[src/hw/rtl/btiu_ram.sv]
// Generic single-write, single-read RAM with registered read data.
module btiu_ram #(
    parameter int WIDTH = 16,
    parameter int DEPTH = 64
) (
    input  logic                     i_clk,
    input  logic                     i_we,
    input  logic [$clog2(DEPTH)-1:0] i_waddr,
    input  logic [WIDTH-1:0]         i_wdata,
    input  logic                     i_re,
    input  logic [$clog2(DEPTH)-1:0] i_raddr,
    output logic [WIDTH-1:0]         o_rdata
);

    logic [WIDTH-1:0] r_mem [DEPTH];
    logic [WIDTH-1:0] r_rdata;

    always_ff @(posedge i_clk) begin
        if (i_we) begin
            r_mem[i_waddr] <= i_wdata;
        end
        if (i_re) begin
            r_rdata <= r_mem[i_raddr];
        end
    end

    assign o_rdata = r_rdata;

endmodule

[config.mk]
export PLATFORM = sky130hd
export DESIGN_NAME = btiu_ram
export DESIGN_NICKNAME = d
export VERILOG_FILES = /design/src/hw/rtl/btiu_ram.sv
export SDC_FILE = /design/constraint.sdc
export NUM_CORES = 1
export LEC_CHECK = 0
export BUFFER_PORTS_ARGS = -buffer_cell sky130_fd_sc_hd__buf_2
export CAP_MARGIN = 20
export CORE_MARGIN = 2
export CORE_UTILIZATION = 56
export DETAILED_ROUTE_END_ITERATION = 12
export GPL_TIMING_DRIVEN = 0
export PLACE_DENSITY = 0.77
export SYNTH_ARGS = -nofsm -noshare
export SYNTH_HDL_FRONTEND = slang
export SYNTH_SLANG_ARGS = --single-unit
[constraint.sdc]
create_clock -name i_clk -period 2.1 [get_ports i_clk]
set_input_delay 0.21 -clock i_clk [delete_from_list [all_inputs] [get_ports i_clk]]
set_output_delay 0.21 -clock i_clk [all_outputs]
set_load 0.01 [all_outputs]
* Yosys cells after proc, flatten, opt, wreduce, memory -nomap -nowiden
Memory sizes are Yosys's and may differ from the RTL's. A register that Yosys moved wholly into a read port is not among the register bits. Cells that the tools add are included.
Storage, ports and cells: bits in registers 0, memory bits (writable) 1024, input bits 31, output and inout port bits 16, word-level logic and storage cells 3, memories kept 1
Cells by class: mux-type cells 2
Memory list:
- r_mem | words 64, width 16, rd ports 1, clocked after Yosys merged registers in 1, write ports 1, line 15 | logic [WIDTH-1:0] r_mem [DEPTH];
Operators with widths (number):
- 1-bit two-way mux | 2

* Logic depth before layout (Yosys ltp)
depth in word-level cells 2, depth in mapped cells 10, mapped depth without buffers 5

* Worst setup path after synthesis
OpenSTA, ideal clock, no wires.
path type input port to flip-flop, start point in i_waddr[3], end point mem r_mem[48][0], enable pin, setup time 0.409 ns, arrival time 1.836 ns, data required time 1.691 ns, path slack -0.145 ns, stages 4, buffers on the path 1, path through clkbuf_1 > nor2b_1 > nand4b_1 > nor3_1
RTL lines:
- start, declared | line 8 | input logic [$clog2(DEPTH)-1:0] i_waddr,
- end, declared | line 15
No word-level cell before the write port.

* Worst setup path after layout
start point in i_waddr[2], end point mem r_mem[28][10], enable pin
No word-level cell before the write port.

==> Implementation_results.wiki <==
{| class="wikitable"
! Metric !! Value
|-
| Run status || finished, violations left
|-
| Violated checks || negative setup slack
|-
| Combinational share of power || 5.9%
|-
| Final setup fails || 100
|-
| Crit start category || input pin
|-
| Clk sink count || about 1000
|-
| Post-synthesis cell type with the largest combined area || sky130_fd_sc_hd__edfxtp_1
|-
| Most common cell in the netlist || sky130_fd_sc_hd__edfxtp_1
|-
| Flip-flop and latch count after synthesis || 1040
|-
| Path depth of the worst reg2reg path || 5
|-
| Final-report hold violation count || 0
|-
| Maximum number of pins on one net before global-route repair || between 60 and 70
|-
| Critical Setup Path Class || input pin to register
|-
| Maximum fanout encountered on the critical timing path || 16
|-
| Register cell area after layout || 31200 um^2
|-
| Relative slew margins || 14.8%
|-
| Hold Path Origin || i_wdata[8]
|-
| Data arrival time at the worst-slack endpoint || 2.46 ns
|-
| Launch point of the worst reg-to-reg path || r_mem[23][13]
|-
| Share of layout cells above drive strength 1 || 31.8%
|-
| Buffer cell driving the clock tree root || sky130_fd_sc_hd__clkbuf_16
|-
| DIE AREA || 73900 um^2
|-
| CORE AREA || 71200 um^2
|-
| Area growth syn-to-layout || 15.6%
|-
| Total area of multi-input combinational cells || 8920 um^2
|-
| WL per Instance || 32.6 um
|-
| Total global routing track utilization || 27.1%
|-
| Weighted congestion reported at the end of routability-driven placement || 0.909
|-
| Post-route clock skew || a little under 0.02 ns
|-
| Tcrit/Tclk final || 105%
|-
| Vertical die dimension || 272 um
|-
| Cell leakage power || around 15 nW
|-
| Remaining antenna violation count after routing || 0
|-
| First-pass DRT Iterations || 8
|-
| Unrepaired setup endpoints after global routing || true
|-
| Hold Path Depth || 1
|-
| Maximum number of buffers from clock root to sink || 3
|-
| Required time reported for the critical path endpoint || about 2.4 ns
|-
| WHS || 0.0344 ns
|-
| Area fraction of the dominant cell type after synthesis || around 78%
|-
| Switching pwr || 9.13 mW
|-
| Setup WS pre-CTS || -1.03 ns
|-
| Biggest area contributors in the synthesized netlist || sky130_fd_sc_hd__edfxtp_1 (78%), sky130_fd_sc_hd__mux4_2 (12%), sky130_fd_sc_hd__mux2i_1 (2.1%)
|-
| Endpoint class of the critical path || register
|-
| Class of the most critical hold timing path || input pin to register
|-
| Half-perimeter wire length after placement || around 63000 um
|-
| Number of flops mapped to enable cells by yosys || 1040
|-
| Yosys warns || 0
|-
| Initial antenna violation count || 4
|-
| Standard-cell row count || between 90 and 100
|-
| Remaining DRCs || 0
|-
| Pint || 34.1 mW
|-
| Initial standard-cell utilization of the core || 56.4%
|-
| Wire length of the first global-routing pass || 141000 um
|-
| Number of levels the H-tree was split into || 3
|-
| Clock latency reported for the late side of the worst-skew pair || 0.66 ns
|-
| TritonCTS clock tree || built
|-
| Netlist cell types || 42
|-
| Number of instances in the synthesized netlist || 1829
|-
| Maximum operating frequency || 0.455 GHz
|-
| Worst vdd rail ir drop || 982 uV
|-
| Port Buffers || 39
|-
| Synth Flop Type || sky130_fd_sc_hd__edfxtp_1
|-
| Clock group share of total power || 40.8%
|-
| Sequential fraction of the synthesis area || 77.7%
|-
| Final worst path period need || 2.20 ns
|-
| Worst-margin pin slew || about 1.3 ns
|-
| Hold path endpoint || r_mem[61][8]
|-
| I/O pin count || 47
|-
| Total via count in the routed design || between 20000 and 25000
|-
| Die width || 272 um
|-
| Clock slew seen by the registers of the worst setup and hold paths || around 0.06 ns
|-
| Total power density per cell area || 930 nW/um^2
|-
| Remaining global-route overflow || 0
|-
| Routed vias/inst || 6.65
|-
| Reg-to-reg endpoint || o_rdata[13]
|-
| Total Routed Length || 99800 um
|-
| Fraction of power consumed by sequential logic || 53.4%
|-
| Worst setup margin || -0.0975 ns
|-
| Via count of the first global-routing pass || 20100
|-
| Number of design-rule violations left by the first detailed-router iteration || 2933
|-
| Final net count || 2061
|-
| Max-cap viol count || 0
|-
| Area of the mapped netlist || around 40000 um^2
|-
| TritonCTS Buffers || 97
|-
| Final Max Slew Viols || 0
|-
| Most used standard cells in the synthesized netlist || sky130_fd_sc_hd__edfxtp_1 (1040), sky130_fd_sc_hd__mux4_2 (220), sky130_fd_sc_hd__mux2i_1 (85)
|-
| Mean instance size in the synthesized netlist || 22.0 um^2
|-
| Count of filler cells inserted in the layout || 4350
|-
| Post-synth net total || 1860
|-
| Asr flop ratio synth || 0%
|-
| R2R setup slack || -0.05 ns
|-
| Fraction of power spent switching nets || a little over a fifth
|}
-- worst max-delay path by stage --
stage                    start             to  slack [ns]
finish              i_waddr[2]  r_mem[28][10]        -0.1
global route        i_waddr[2]  r_mem[28][10]       -0.16
CTS                 i_waddr[2]    r_mem[5][2]       -0.25
detailed placement  i_raddr[2]    o_rdata[15]       -1.03
global placement    i_waddr[1]  r_mem[63][11]       -1.12
floorplan           i_waddr[5]   r_mem[39][0]       -0.07
-- flip-flops by register name (all words and copies together), names as in the netlist --
signal	cells
r_mem	1024
o_rdata	16
-- final cells by class --
class,count,share of cell area (%)
clock inverters,65,1.31
diodes,1,0.00539
multi-input cells,685,19.2
repair buffers,103,2.52
clock buffers,115,5.55
flip-flops and latches,1040,67.2
well taps,950,2.56
plain buffers,103,1.64
-- power by group through the flow --
stage	registers, mW	logic [mW]	clock network [mW]
after floorplan	23.5	1.19	0
after global placement	23.5	2.16	0
after detailed placement	23.5	2.28	0
after CTS	23.1	2.39	17.7
after global routing	23.1	2.62	18.5
final	23.1	2.53	17.6
-- cells in the final DEF (no fill, tap or decap), drive strengths merged, types with 16 or more instances in the layout --
cell type,instances
edfxtp,1040
mux4,224
buf,168
clkbuf,146
mux2i,85
nor2,74
nand2,60
clkinv,44
a22oi,39
nor2b,30
mux2,27
nand3,24
a21oi,17
a221oi,16
-- critical path: stages --
cell	delay, ns
sky130_fd_sc_hd__clkbuf_1	0.39
sky130_fd_sc_hd__nor2b_1	0.25
sky130_fd_sc_hd__nand2_1	0.63
sky130_fd_sc_hd__nor2_2	0.97
-- cells by family after synthesis --
group	count (synthesis)	synth area share (%)
DFF	1040	77.7
muxes	336	15.5
and+or+nand+nor	220	2.64
AOI/OAI and AO/OA	129	2.40
buffers and inverters	104	1.82
-- timing repair --
item                       in CTS  in global routing
hold buffers                    2                  5
setup buffers                   5                 12
hold endpoints to repair       30                 54
setup endpoints to repair     265                419
gates resized for setup        67                 40
pin swaps                       5                 21
-- per-stage QoR --
step / instances / utilization, % / power (mW) / cell area, um^2 / TNS [ns]
global placement: 2818 / 58.4 / 25.7 / 41600 / -840.84
floorplan: 1829 / - / 24.7 / 40200 / -8.23
finish: 3062 / 65.2 / 43.2 / 46500 / -4.65
CTS: 3036 / 64.3 / 43.1 / 45800 / -12.09
global route: 3061 / 65.2 / 44.1 / 46500 / -13.69
detailed placement: 2850 / 59.3 / 25.8 / 42200 / -489.30
-- routing by layer --
metal / vias up / track usage, % / wire [um]
met5: - / 0 / 37
met2: 1384 / 43.1 / 48800
met4: 6 / 11.5 / 4440
met1: 10600 / 36.5 / 35800
met3: 265 / 6.51 / 10700
li1: 8110 / - / -
Note: power is estimated with default switching activity, not from simulation.
