<file path="src/hw/rtl/btiu_pkg.sv">
// Shared constants, field layouts and pipeline control types of the bilinear table unit.
package btiu_pkg;

    localparam int MAX_GRID    = 16;
    localparam int IDX_W       = 4;
    localparam int HALF_W      = 3;
    localparam int BANK_DEPTH  = (MAX_GRID * MAX_GRID) / 4;
    localparam int GS_W        = 5;
    localparam int COORD_W     = 18;
    localparam int VAL_W       = 16;
    localparam int FRAC_BITS   = 14;
    localparam int SCL_W       = 23;
    localparam int WGT_W       = 2 * SCL_W;
    localparam int PRD_W       = WGT_W + VAL_W;
    localparam int ACC_W       = 64;
    localparam int OUT_SHIFT   = 28;
    localparam int Q_W         = ACC_W - OUT_SHIFT;
    localparam int S_TDATA_W   = 64;
    localparam int M_TDATA_W   = 24;

    localparam logic [GS_W-1:0]         GS_RESET = GS_W'(10);
    localparam logic signed [SCL_W-1:0] ONE_Q14  = SCL_W'(16384);
    localparam logic signed [ACC_W-1:0] HALF_LSB = ACC_W'(64'd1 << (OUT_SHIFT - 1));

    typedef enum logic {
        FUNC_WRITE = 1'b0,
        FUNC_EVAL  = 1'b1
    } t_func;

    typedef struct packed {
        logic [3:0]              pad;
        logic signed [VAL_W-1:0] entry_value;
        logic [IDX_W-1:0]        entry_col;
        logic [IDX_W-1:0]        entry_row;
        logic signed [COORD_W-1:0] coord_y;
        logic signed [COORD_W-1:0] coord_x;
    } t_in_data;

    typedef struct packed {
        logic [IDX_W-1:0]        cell_col;
        logic [IDX_W-1:0]        cell_row;
        logic signed [VAL_W-1:0] interp_value;
    } t_out_data;

    typedef struct packed {
        logic s1;
        logic s2;
        logic s3;
        logic s4;
        logic s5;
        logic s6;
        logic s7;
    } t_pipe_en;

endpackage

</file>
<file path="src/hw/rtl/btiu_locate.sv">
// Two-stage coordinate scaling, cell index clamp and fraction for one axis.
module btiu_locate (
    input  logic                                   i_clk,
    input  btiu_pkg::t_pipe_en                     i_en,
    input  logic signed [btiu_pkg::COORD_W-1:0]    i_coord,
    input  logic [btiu_pkg::IDX_W-1:0]             i_nm1,
    input  logic [btiu_pkg::IDX_W-1:0]             i_nm2,
    output logic [btiu_pkg::IDX_W-1:0]             o_cell,
    output logic signed [btiu_pkg::SCL_W-1:0]      o_frac
);
    import btiu_pkg::*;

    localparam int IDXR_W = SCL_W - 1 - FRAC_BITS;

    logic signed [SCL_W-1:0] n_scaled;
    logic signed [SCL_W-1:0] r_scaled;
    logic [IDXR_W-1:0]       idx_raw;
    logic [IDX_W-1:0]        n_cell;
    logic signed [SCL_W-1:0] n_frac;
    logic [IDX_W-1:0]        r_cell;
    logic signed [SCL_W-1:0] r_frac;

    assign n_scaled = SCL_W'(i_coord) * SCL_W'($signed({1'b0, i_nm1}));
    assign idx_raw  = r_scaled[SCL_W-2:FRAC_BITS];

    always_comb begin
        if (r_scaled[SCL_W-1]) begin
            n_cell = '0;
        end else if (idx_raw > {{(IDXR_W-IDX_W){1'b0}}, i_nm2}) begin
            n_cell = i_nm2;
        end else begin
            n_cell = idx_raw[IDX_W-1:0];
        end
        n_frac = r_scaled
               - $signed({{(SCL_W-IDX_W-FRAC_BITS){1'b0}}, n_cell, {FRAC_BITS{1'b0}}});
    end

    always_ff @(posedge i_clk) begin
        if (i_en.s1) begin
            r_scaled <= n_scaled;
        end
        if (i_en.s2) begin
            r_cell <= n_cell;
            r_frac <= n_frac;
        end
    end

    assign o_cell = r_cell;
    assign o_frac = r_frac;

endmodule

</file>
<file path="config.mk">
export PLATFORM = sky130hd
export DESIGN_NAME = btiu_locate
export DESIGN_NICKNAME = d
export VERILOG_FILES = /design/src/hw/rtl/btiu_pkg.sv /design/src/hw/rtl/btiu_locate.sv
export SDC_FILE = /design/constraint.sdc
export NUM_CORES = 1
export LEC_CHECK = 0
export BUFFER_PORTS_ARGS = -buffer_cell sky130_fd_sc_hd__buf_2
export CAP_MARGIN = 5
export CORE_ASPECT_RATIO = 0.9
export CORE_UTILIZATION = 39
export CTS_CLUSTER_DIAMETER = 60
export CTS_CLUSTER_SIZE = 40
export DETAILED_ROUTE_END_ITERATION = 6
export PLACE_DENSITY = 0.66
export SYNTH_ARGS = -nofsm -noshare
export SYNTH_HDL_FRONTEND = slang
export SYNTH_SLANG_ARGS = --single-unit
</file>
<file path="constraint.sdc">
create_clock -name i_clk -period 3.9 [get_ports i_clk]
set_input_delay 0.78 -clock i_clk [delete_from_list [all_inputs] [get_ports i_clk]]
set_output_delay 0.78 -clock i_clk [all_outputs]
set_load 0.05 [all_outputs]
</file>
## After elaboration in Yosys (flattened, before gate mapping)

Cells that the tools add are included.

- Bits in registers: 50
- Input port bits: 34

- Mux-type cells: 2
- Add/sub/neg operators: 1
- $mul: 1
- Magnitude comparators: 1

Operators by type and width:

| cell | number |
|---|---|
| multiplier 18 x 5 -> 23 bit | 1 |
| subtractor 23 x 19 -> 23 bit | 1 |
| greater-than comparator 8 x 4 -> 1 bit | 1 |
| 2-to-1 mux 4 bit | 2 |

## Depth between registers and ports, before layout

Gate-level depths: netlist of run 1.

- Depth in word-level cells: 4
- Mapped depth: 15
- Mapped depth without buffers: 15

## Worst setup path after synthesis of run 1

No wires, ideal clock.

- Path kind: input port to flip-flop
- Start point: input i_nm1[2] in the netlist's numbering
- End point: register r_scaled[17] (data pin)
- Cell stages on the path: 14
- Path slack: -148 ps
- Buffers on the path: 1
- Data arrival time: 3,787 ps
- Cell sequence: clkbuf_1 and2_1 ha_1 fa_1 inv_1 fa_1 inv_1 ha_1 a21o_2 a21oi_1 a2111oi_2 nor3b_2 o21bai_2 xor2_1

- Longest elaborated chain between the ends: 1

Ends and longest elaborated chain:

| what | line | text |
|---|---|---|
| from (decl) | btiu_locate.sv:6 | `input logic [btiu_pkg::IDX_W-1:0] i_nm1,` |
| multiplier 18 x 5 -> 23 bit | btiu_locate.sv:23 | `assign n_scaled = SCL_W'(i_coord) * SCL_W'($signed({1'b0, i_nm1}));` |
| via n_scaled[17] | btiu_locate.sv:15 | `logic signed [SCL_W-1:0] n_scaled;` |
| to (signal assigned) | btiu_locate.sv:40 | `r_scaled <= n_scaled;` |
| to (decl) | btiu_locate.sv:16 | `logic signed [SCL_W-1:0] r_scaled;` |

The timed path passes the listed nets, and every way through them passes these cells.
A chain may end at the register's enable or synchronous reset.

## Final worst setup path of run 1

- Start point: input i_nm1[2] in the netlist's numbering
- End point: register r_scaled[13] (data pin)

Same word-level chain as after synthesis.

==> flow_summary.ini, run 1 <==
[outcome]
status = completed

[routing]
remaining_drc_errors = 0
vias_per_cell = 4.567
first_pass_iters = 4
antenna_left = 0
drtIter0Drc = 104
wl_per_cell_um = 11.80
vias = 3375
routed_wl_um = 8718

[cts]
clkLatencyLatePin_ns = 0.29
path_clk_slew_ns = 0.06
cts.sinks = 50
cts_buffers = 5
clockBufferDepth = 2
cts_hold_buf = 0
cts_tree = yes
root_buffer = clkbuf_16
cts-htree-levels = 2

[global_route]
grt_max_degree = 28
grt_pass1_wl_um = 14880
gr-usage-all-layers = 0.1443
grt_overflow = 0
grt_pass1_vias = 3379
antenna_found_initial = 0

[timing]
slew_headroom = 0.6005
setup_violations = 0
finalHoldViolations = 0
final.setup_skew_ns = 0.004010
tns_ns = 0
timing.final.ws_setup_ns = 0.09423
period_needed_ns = 3.806
tightest_slew_ns = 0.5992
whs_ns = 0.4214
fmax_ghz = 0.2628
period_share = 0.9758
slew_violations = 0

[cells_and_area]
final_area_sq_um = 6276
diodes = 0
drive_gt1_frac = 0.3379
final_nets = 706
final_common_cell = inv_1
layout_common_cells = inv_1 (81), buf_4 (70), buf_2 (53)
area_growth_pct = 33.44

[setup_path]
cp.arrival_ns = 3.85
crit_required_ns = 3.94
cp-end-kind = register
path_class = input pin to register
crit_path_start_kind = input pin
crit_fanout = 11
r2r_slack_ns = 0.66

[min_path]
hold_class = register to register

[placement]
post-place-ws_ns = -0.4205
io_buffers = 55
routabilityCongestion = 0.8227
placed_cell_area_sq_um = 5734
dp_hpwl_um = 7415

[floorplanning]
io_pins = 61
row_count = 37
core_sq_um = 11570
die_h_um = 106.2
die-area_sq_um = 12500
die_w_um = 117.8
initial_core_util = 0.4064

[yosys]
synth_seq_cells = 50
ys_async_sr_fraction = 0
yosysSeqAreaShare = 0.3192
ys.warnings.count = 0
synth_ff_type = edfxtp_1
synth_area_sq_um = 4703
synth_fp_nets = 582
syn-instance-count = 458
synth_edf_count = 50
syn_avg_cell_area_sq_um = 10.27
ys_types = 47

[pwr]
power.density_nw_per_um2 = 486.2
ir_drop_v = 0.0002008
p_leak_nw = 2.871

[run]
drv_cap = 0
## metal layers
layer  track usage  share of wire  vias up
li1              -              -     1751
met1        0.1861           0.48     1569
met2        0.2538           0.48       48
met3       0.02146          0.030        7
met4       0.03571          0.012        0
met5             0              0        -
## timing repair
| item | in CTS | in global routing |
|---|---|---|
| setup buffers | 1 | 3 |
| endpoints found under the hold margin | 0 | 0 |
| gates resized for setup | 7 | 52 |
| pin swaps | 5 | 36 |
| setup endpoints to repair | 8 | 12 |
## logic make-up after synthesis
group | Yosys count | synth area share
AND/OR/NAND/NOR | 132 | 0.1527
XOR/XNOR | 28 | 0.05214
AO/OA/AOI/OAI | 60 | 0.08486
flip-flops | 50 | 0.3192
adder cells (fa/ha/maj) | 90 | 0.3001
multiplexers | 7 | 0.01570
buffers and inverters | 91 | 0.07529
## registers in the layout, summed over array words and instances, names as in the netlist
name	flops
o_frac	23
o_cell	4
r_scaled	23
## worst paths after layout
| path | start | endpoint | cells after the start |
|---|---|---|---|
| hold reg to reg | r_scaled[1]$_DFFE_PP_ | o_frac[1]$_DFFE_PP_ | 0 |
| hold / removal | r_scaled[1]$_DFFE_PP_ | o_frac[1]$_DFFE_PP_ | 0 |
| setup reg to reg | r_scaled[15]$_DFFE_PP_ | o_frac[20]$_DFFE_PP_ | 13 |
| setup / recovery | i_nm1[2] | r_scaled[13]$_DFFE_PP_ | 14 |
## report_power, final
group          leakage [nW]  total, mW  internal (mW)  switching [mW]
clock network        0.0760      0.477          0.302           0.175
logic                  2.30       1.68          0.734           0.949
registers             0.491      0.892          0.825          0.0664
total                  2.87       3.05           1.86            1.19
## per-stage QoR
stage / instances / total power, mW / util
after floorplan: 458 / 1.973 / -
after global placement: 727 / 2.411 / 0.4955
after detailed placement: 727 / 2.447 / 0.4955
after CTS: 736 / 2.961 / 0.5144
after global routing: 739 / 3.283 / 0.5423
final: 739 / 3.052 / 0.5423
## cell usage after synthesis (2+ instances only)
| master | instances | area (sq um) |
|---|---|---|
| nor3_1 | 4 | 20.02 |
| inv_1 | 82 | 307.8 |
| and2_1 | 55 | 344.1 |
| o211ai_2 | 2 | 25.02 |
| nor2b_1 | 5 | 31.28 |
| o21ai_1 | 2 | 10.01 |
| mux2i_1 | 4 | 40.04 |
| nand4_1 | 3 | 18.77 |
| mux2_2 | 3 | 33.78 |
| xor2_1 | 12 | 105.1 |
| a31oi_1 | 2 | 12.51 |
| o21a_1 | 4 | 30.03 |
| nand2b_1 | 8 | 50.05 |
| ha_1 | 52 | 650.6 |
| nor2_1 | 15 | 56.30 |
| edfxtp_1 | 50 | 1501 |
| o21ai_0 | 13 | 65.06 |
| nand2_1 | 32 | 120.1 |
| nand3_1 | 2 | 10.01 |
| fa_1 | 38 | 760.7 |
| xnor2_1 | 16 | 140.1 |
| clkbuf_1 | 5 | 18.77 |
| a21oi_1 | 23 | 115.1 |
| a21o_1 | 3 | 22.52 |
## final cells by class
cell class / count / area, sq um
clock buffers: 5 / 125.1
inverters: 82 / 307.8
well taps: 156 / 195.2
fillers: 1027 / 5298
clock inverters: 3 / 45.04
multi-input cells: 317 / 3268
repair buffers: 126 / 833.3
flip-flops and latches: 50 / 1501
## critical path: stages
cell and delay [ns]:
buf_4 0.15, and2_4 0.15, ha_4 0.21, fa_1 0.53, inv_1 0.06, fa_1 0.53
inv_1 0.06, ha_4 0.30, nand4b_1 0.20, a2111oi_4 0.41, buf_4 0.18, nor3b_4 0.04
buf_4 0.14, xnor2_1 0.11
Note: power is estimated with default switching activity, not from simulation.
==> run 2, diff against run 1 <==
==> config.mk (replaced) <==
export PLATFORM = sky130hd
export DESIGN_NAME = btiu_locate
export DESIGN_NICKNAME = d
export VERILOG_FILES = /design/src/hw/rtl/btiu_pkg.sv /design/src/hw/rtl/btiu_locate.sv
export SDC_FILE = /design/constraint.sdc
export NUM_CORES = 1
export LEC_CHECK = 0
export ABC_AREA = 1
export BUFFER_PORTS_ARGS = -buffer_cell sky130_fd_sc_hd__buf_4
export CAP_MARGIN = 5
export CORE_ASPECT_RATIO = 0.6
export CORE_UTILIZATION = 39
export CTS_CLUSTER_DIAMETER = 60
export CTS_CLUSTER_SIZE = 40
export DETAILED_ROUTE_END_ITERATION = 6
export PLACE_DENSITY = 0.65
export SYNTH_ARGS = -nofsm -noshare
export SYNTH_HDL_FRONTEND = slang
export SYNTH_SLANG_ARGS = --single-unit
==> run 2 against run 1 <==
- die area is 9.7% higher
- worst setup slack better by 0.078 ns
- sequential share of layout area increased by 0.35 points
- flip-flop and latch count unchanged
- highest routed layer unchanged
==> flow_summary.ini, run 2 <==
[outcome]
status = completed

[yosys]
synth_most_common_cell = nand2_1
synth_area_leader_cell = edfxtp_1
synth_ff_type = edfxtp_1
ys.warnings.count = 0
yosysSeqAreaShare = 0.2909
muxShareOfSynthArea = 0
synth_common_cells = nand2_1 (205), inv_1 (197), ha_1 (52)
synth_fa_ha_area_frac = 0.2735
syn-instance-count = 669
ys_types = 26
yosysTopAreaCellShare = 0.2909
synth_seq_cells = 50
synth_area_sq_um = 5161
yosys-top-cells-area = edfxtp_1 (29%), nand2_1 (15%), fa_1 (15%), inv_1 (14%), ha_1 (13%)
ys_async_sr_fraction = 0
synth_top_family_by_area = adder cells
synth-xor-area-share = 0.02376
synth-simple-area-share = 0.2359
synth-compound-area-share = 0.02497
synth_edf_count = 50
syn_avg_cell_area_sq_um = 7.715
synth_fp_nets = 793

[cts]
cts.sinks = 50
cts-htree-levels = 2
cts_hold_buf = 0
clockBufferDepth = 2
path_clk_slew_ns = 0.06
cts_tree = yes
clkLatencyLatePin_ns = 0.28
cts_buffers = 5
root_buffer = clkbuf_16

[routing]
routed_wl_um = 9980
first_pass_iters = 4
drtIter0Drc = 173
wl_per_cell_um = 10.78
vias_per_cell = 4.351
remaining_drc_errors = 0
antenna_left = 0
vias = 4029

[floorplanning]
row_count = 32
die_h_um = 91.11
core_sq_um = 12890
io_pins = 61
initial_core_util = 0.4003
die-area_sq_um = 13710
die_w_um = 150.5

[setup_path]
cp-end-kind = register
cp.arrival_ns = 3.76
critical_path_buf_inv_count = 6
cpMaxStageDelayCell = fa_1
cp_top_family = adder cells
crit_path_start_kind = input pin
crit_required_ns = 3.93
path_class = input pin to register
cpPeakStageDelay_ns = 0.55
reg2reg_from = r_scaled[15]$_DFFE_PP_
crit_fanout = 16
r2r_slack_ns = 1.00
crit_top_cell = inv_1
crit_start = i_nm1[2]
path_cells = buf_4 -> nand2_1 -> inv_1 -> ha_1 -> fa_1 -> inv_1 -> fa_1 -> inv_1 -> ha_1 -> nand2_2 -> inv_1 -> a21oi_1 -> nand3_1 -> buf_4 -> xor2_1

[timing]
tightest_slew_ns = 0.3418
final.setup_skew_ns = 0.005007
slew_violations = 0
tns_ns = 0
rsz0062_at_grt = true
slew_headroom = 0.7698
setup_violations = 0
finalHoldViolations = 0
fmax_ghz = 0.2683
whs_ns = 0.4182
period_needed_ns = 3.728
period_share = 0.9559

[pwr]
power.density_nw_per_um2 = 472.3
ir_drop_v = 0.0002202
p_total_mw = 2.921
p_leak_nw = 3.677

[cells_and_area]
area_growth_pct = 19.83
final_common_cell = nand2_1
diodes = 0
num-fill-cells = 1278
final_nets = 879
final_cells = 926
drive_gt1_frac = 0.1627
regArea_sq_um = 1501
multi_input_area_sq_um = 2890
layout_common_cells = nand2_1 (204), inv_1 (197), buf_4 (85)

[min_path]
hold_class = register to register
min_from = r_scaled[5]$_DFFE_PP_

[global_route]
grt_overflow = 0
gr-usage-all-layers = 0.1628
antenna_found_initial = 0
grt_pass1_wl_um = 17990
grt_max_degree = 28
grt_pass1_vias = 3970

[placement]
routabilityCongestion = 0.8389
dp_cells = 917
dp_hpwl_um = 8676
io_buffers = 55

[run]
drv_cap = 0
## run 2: changes by cell type after synthesis, moves of 14 or more
cell / change
nand3_1: +25
xnor2_1: -14
inv_1: +115
and2_1: -55
nand2_1: +173
## run 2: final cells by class
| class | instances | share of cell area |
|---|---|---|
| multi-input combinational | 413 | 0.4673 |
| sequential | 50 | 0.2428 |
| clock buffer | 5 | 0.02023 |
| tap | 170 | 0.03439 |
| inverter | 198 | 0.1202 |
| timing repair buffer | 87 | 0.1082 |
| clock inverter | 3 | 0.006878 |
## run 2: cells by family (layout without fill, tap and decap cells)
logic type	count (synthesis)	count (layout)
xor+xnor	14	14
fa+ha+maj	90	90
buf+inv	206	293
simple gates	286	286
flops	50	50
compound gates	23	23
## run 2: report_power, final
group	leakage, nW	total [mW]	switching [mW]	internal [mW]
logic	3.10	1.57	0.979	0.590
registers	0.491	0.867	0.0598	0.807
clock network	0.0818	0.485	0.182	0.302
## run 2: metal layers
metal  vias to the layer above  share of wire  track usage
met5                         -              0            0
met4                         0         0.0028      0.02357
met3                         2          0.039      0.02111
met2                        71           0.39       0.2492
met1                      1801           0.56       0.2471
li1                       2155              -            -
## run 2: timing repair
action | CTS | global route
gates resized for setup | 0 | 5
buffers inserted | 0 | 1
setup endpoints to repair | 0 | 4
## run 2: final timing paths
check	depth (start not counted)	end
worst max register to register	15	o_frac[22]$_DFFE_PP_
worst min register to register	0	o_frac[5]$_DFFE_PP_
worst max-delay path	15	r_scaled[12]$_DFFE_PP_
worst min-delay path	0	o_frac[5]$_DFFE_PP_
## run 2: worst register-to-register path, stage by stage (launching register included)
cell and delay, ns:
edfxtp_1 0.45, ha_1 0.30, inv_1 0.07, nor2_1 0.04, o21ai_0 0.17, nand3_2 0.13, nand2_2 0.14, nand2_1 0.06
nand2_1 0.05, nor2_1 0.05, ha_1 0.21, fa_1 0.41, o21ai_0 0.19, a21oi_1 0.15, nand2_1 0.10, xor2_1 0.20
## run 2: per-stage QoR
step	worst slack (ns)	area, sq um	utilization
6_report	0.1721	6185	0.4797
5_1_grt	-0.02657	6185	0.4797
4_1_cts	0.1801	6163	0.4781
3_5_place_dp	-0.1167	5996	0.4651
3_3_place_gp	-0.09552	5996	0.4651
2_1_floorplan	0.01723	5167	-
==> run 3, diff against run 2 <==
--- a/config.mk
+++ b/config.mk
@@ -6,14 +6,14 @@
 export NUM_CORES = 1
 export LEC_CHECK = 0
 export ABC_AREA = 1
-export BUFFER_PORTS_ARGS = -buffer_cell sky130_fd_sc_hd__buf_4
 export CAP_MARGIN = 5
 export CORE_ASPECT_RATIO = 0.6
 export CORE_UTILIZATION = 39
 export CTS_CLUSTER_DIAMETER = 60
 export CTS_CLUSTER_SIZE = 40
 export DETAILED_ROUTE_END_ITERATION = 6
-export PLACE_DENSITY = 0.65
+export DONT_BUFFER_PORTS = 1
+export PLACE_DENSITY = 0.61
 export SYNTH_ARGS = -nofsm -noshare
 export SYNTH_HDL_FRONTEND = slang
 export SYNTH_SLANG_ARGS = --single-unit
==> run 3 against run 2 <==
- register-to-register slack better by 0.03 ns
- routed wire length barely moved
- sequential share of layout area grew 3.1 points
- first-iteration DRC count rose by 1.2%
- die area unchanged
==> flow_summary.ini, run 3 (synthesis gave the netlist of run 2 again) <==
[cts]
cts.sinks = 50
clkLatencyLatePin_ns = 0.29
cts-htree-levels = 2
root_buffer = clkbuf_16
cts_hold_buf = 0
ctsResizeCount = 0
cts_post_setup_buffers_inserted = 0
clockBufferDepth = 2
cts_buffers = 5
cts_tree = yes
path_clk_slew_ns = 0.07

[global_route]
grt_pass1_wl_um = 17570
gr-usage-all-layers = 0.1610
grt_overflow = 0
grt_max_degree = 28
antenna_found_initial = 0
grt_pass1_vias = 3682

[placement]
io_buffers = 0
dp_cells = 832
dp_hpwl_um = 8595
placed_cell_area_sq_um = 5345
routabilityCongestion = 0.7990
post-place-ws_ns = 0.07525

[timing]
final.setup_skew_ns = 0.005916
fmax_ghz = 0.2835
tightest_slew_ns = 0.4849
slew_headroom = 0.6774
finalHoldViolations = 0
period_share = 0.9043
period_needed_ns = 3.527
timing.final.ws_setup_ns = 0.3731
slew_violations = 0
tns_ns = 0
setup_violations = 0
rsz0062_at_grt = false
whs_ns = 0.4196

[routing]
antenna_left = 0
vias_per_cell = 4.496
routed_wl_um = 9983
vias = 3777
first_pass_iters = 4
wl_per_cell_um = 11.88
drtIter0Drc = 175
remaining_drc_errors = 0

[cells_and_area]
drive_gt1_frac = 0.04925
final_cells = 840
num-fill-cells = 1306
final_core_util = 0.4259
regArea_sq_um = 1501
area_growth_pct = 6.376
final_area_sq_um = 5490
final_nets = 793
diodes = 0
multi_input_area_sq_um = 2880
layout_common_cells = nand2_1 (205), inv_1 (197), ha_1 (52)
final_common_cell = nand2_1

[floorplanning]
row_count = 32
die-area_sq_um = 13710
io_pins = 61
core_sq_um = 12890
die_w_um = 150.5
initial_core_util = 0.4003
die_h_um = 91.11

[pwr]
ir_drop_v = 0.0002112
p_total_mw = 2.580
power.density_nw_per_um2 = 469.8
p_leak_nw = 3.248

[setup_path]
cp-endpoint = r_scaled[19]$_DFFE_PP_
reg2reg_depth = 14
crit_start = i_nm1[2]
crit_path_start_kind = input pin
cpMaxStageDelayCell = fa_1
cp-end-kind = register
crit_top_cell = nand2_1
r2r_slack_ns = 1.03
rr_endpoint = o_frac[18]$_DFFE_PP_
crit_fanout = 18
cpPeakStageDelay_ns = 0.54
path_cells = nand2_1 -> inv_1 -> ha_1 -> fa_1 -> inv_1 -> fa_1 -> inv_1 -> ha_1 -> nand2_2 -> inv_1 -> a21oi_2 -> nand3_2 -> nand2_1 -> nand2_1 -> nand2_1 -> nand2_1
crit_required_ns = 3.93
path_class = input pin to register
crit_cells = 16
cp_top_family = adder cells
reg2reg_from = r_scaled[15]$_DFFE_PP_
cp.arrival_ns = 3.56
critical_path_buf_inv_count = 4

[run]
drv_cap = 0

[min_path]
hold_class = register to register

[outcome]
status = completed
==> run 3: layout make-up <==
type / instances / area share
clock buffers: 5 / 0.02279
clock inverters: 3 / 0.003646
inverters: 198 / 0.1354
flip-flops and latches: 50 / 0.2735
repair buffers: 1 / 0.001367
multi-input cells: 413 / 0.5246
well taps: 170 / 0.03874
==> run 3: worst min path at each step <==
stage,from,to,slack (ns),depth (start not counted)
after floorplan,r_scaled[0]$_DFFE_PP_,o_frac[0]$_DFFE_PP_,0.40,0
after global placement,r_scaled[2]$_DFFE_PP_,o_frac[2]$_DFFE_PP_,0.40,0
after detailed placement,r_scaled[0]$_DFFE_PP_,o_frac[0]$_DFFE_PP_,0.40,0
after CTS,r_scaled[0]$_DFFE_PP_,o_frac[0]$_DFFE_PP_,0.42,0
after global routing,r_scaled[6]$_DFFE_PP_,o_frac[6]$_DFFE_PP_,0.43,0
final,r_scaled[0]$_DFFE_PP_,o_frac[0]$_DFFE_PP_,0.42,0
==> run 3: where the power goes <==
group / internal, mW / switching [mW] / total [mW]
logic: 0.379 / 0.654 / 1.03
registers: 0.815 / 0.301 / 1.12
clock network: 0.238 / 0.193 / 0.431
total: 1.43 / 1.15 / 2.58
==> run 3: routing by layer <==
metal	GRT usage	wire (um)	up-vias
met1	0.2482	5448	1717
met2	0.2350	3975	69
met4	0.03030	66	0
li1	-	-	1984
met3	0.02513	492	7
met5	0	0	-
==> run 3: worst reg2reg max path: cells and delay by family, from the launching register on <==
family | cells | cell delay [ns]
xor+xnor | 1 | 0.18
buf+inv | 1 | 0.07
flops | 1 | 0.44
fa+ha+maj | 3 | 0.92
simple gates | 6 | 0.47
compound gates | 3 | 0.53
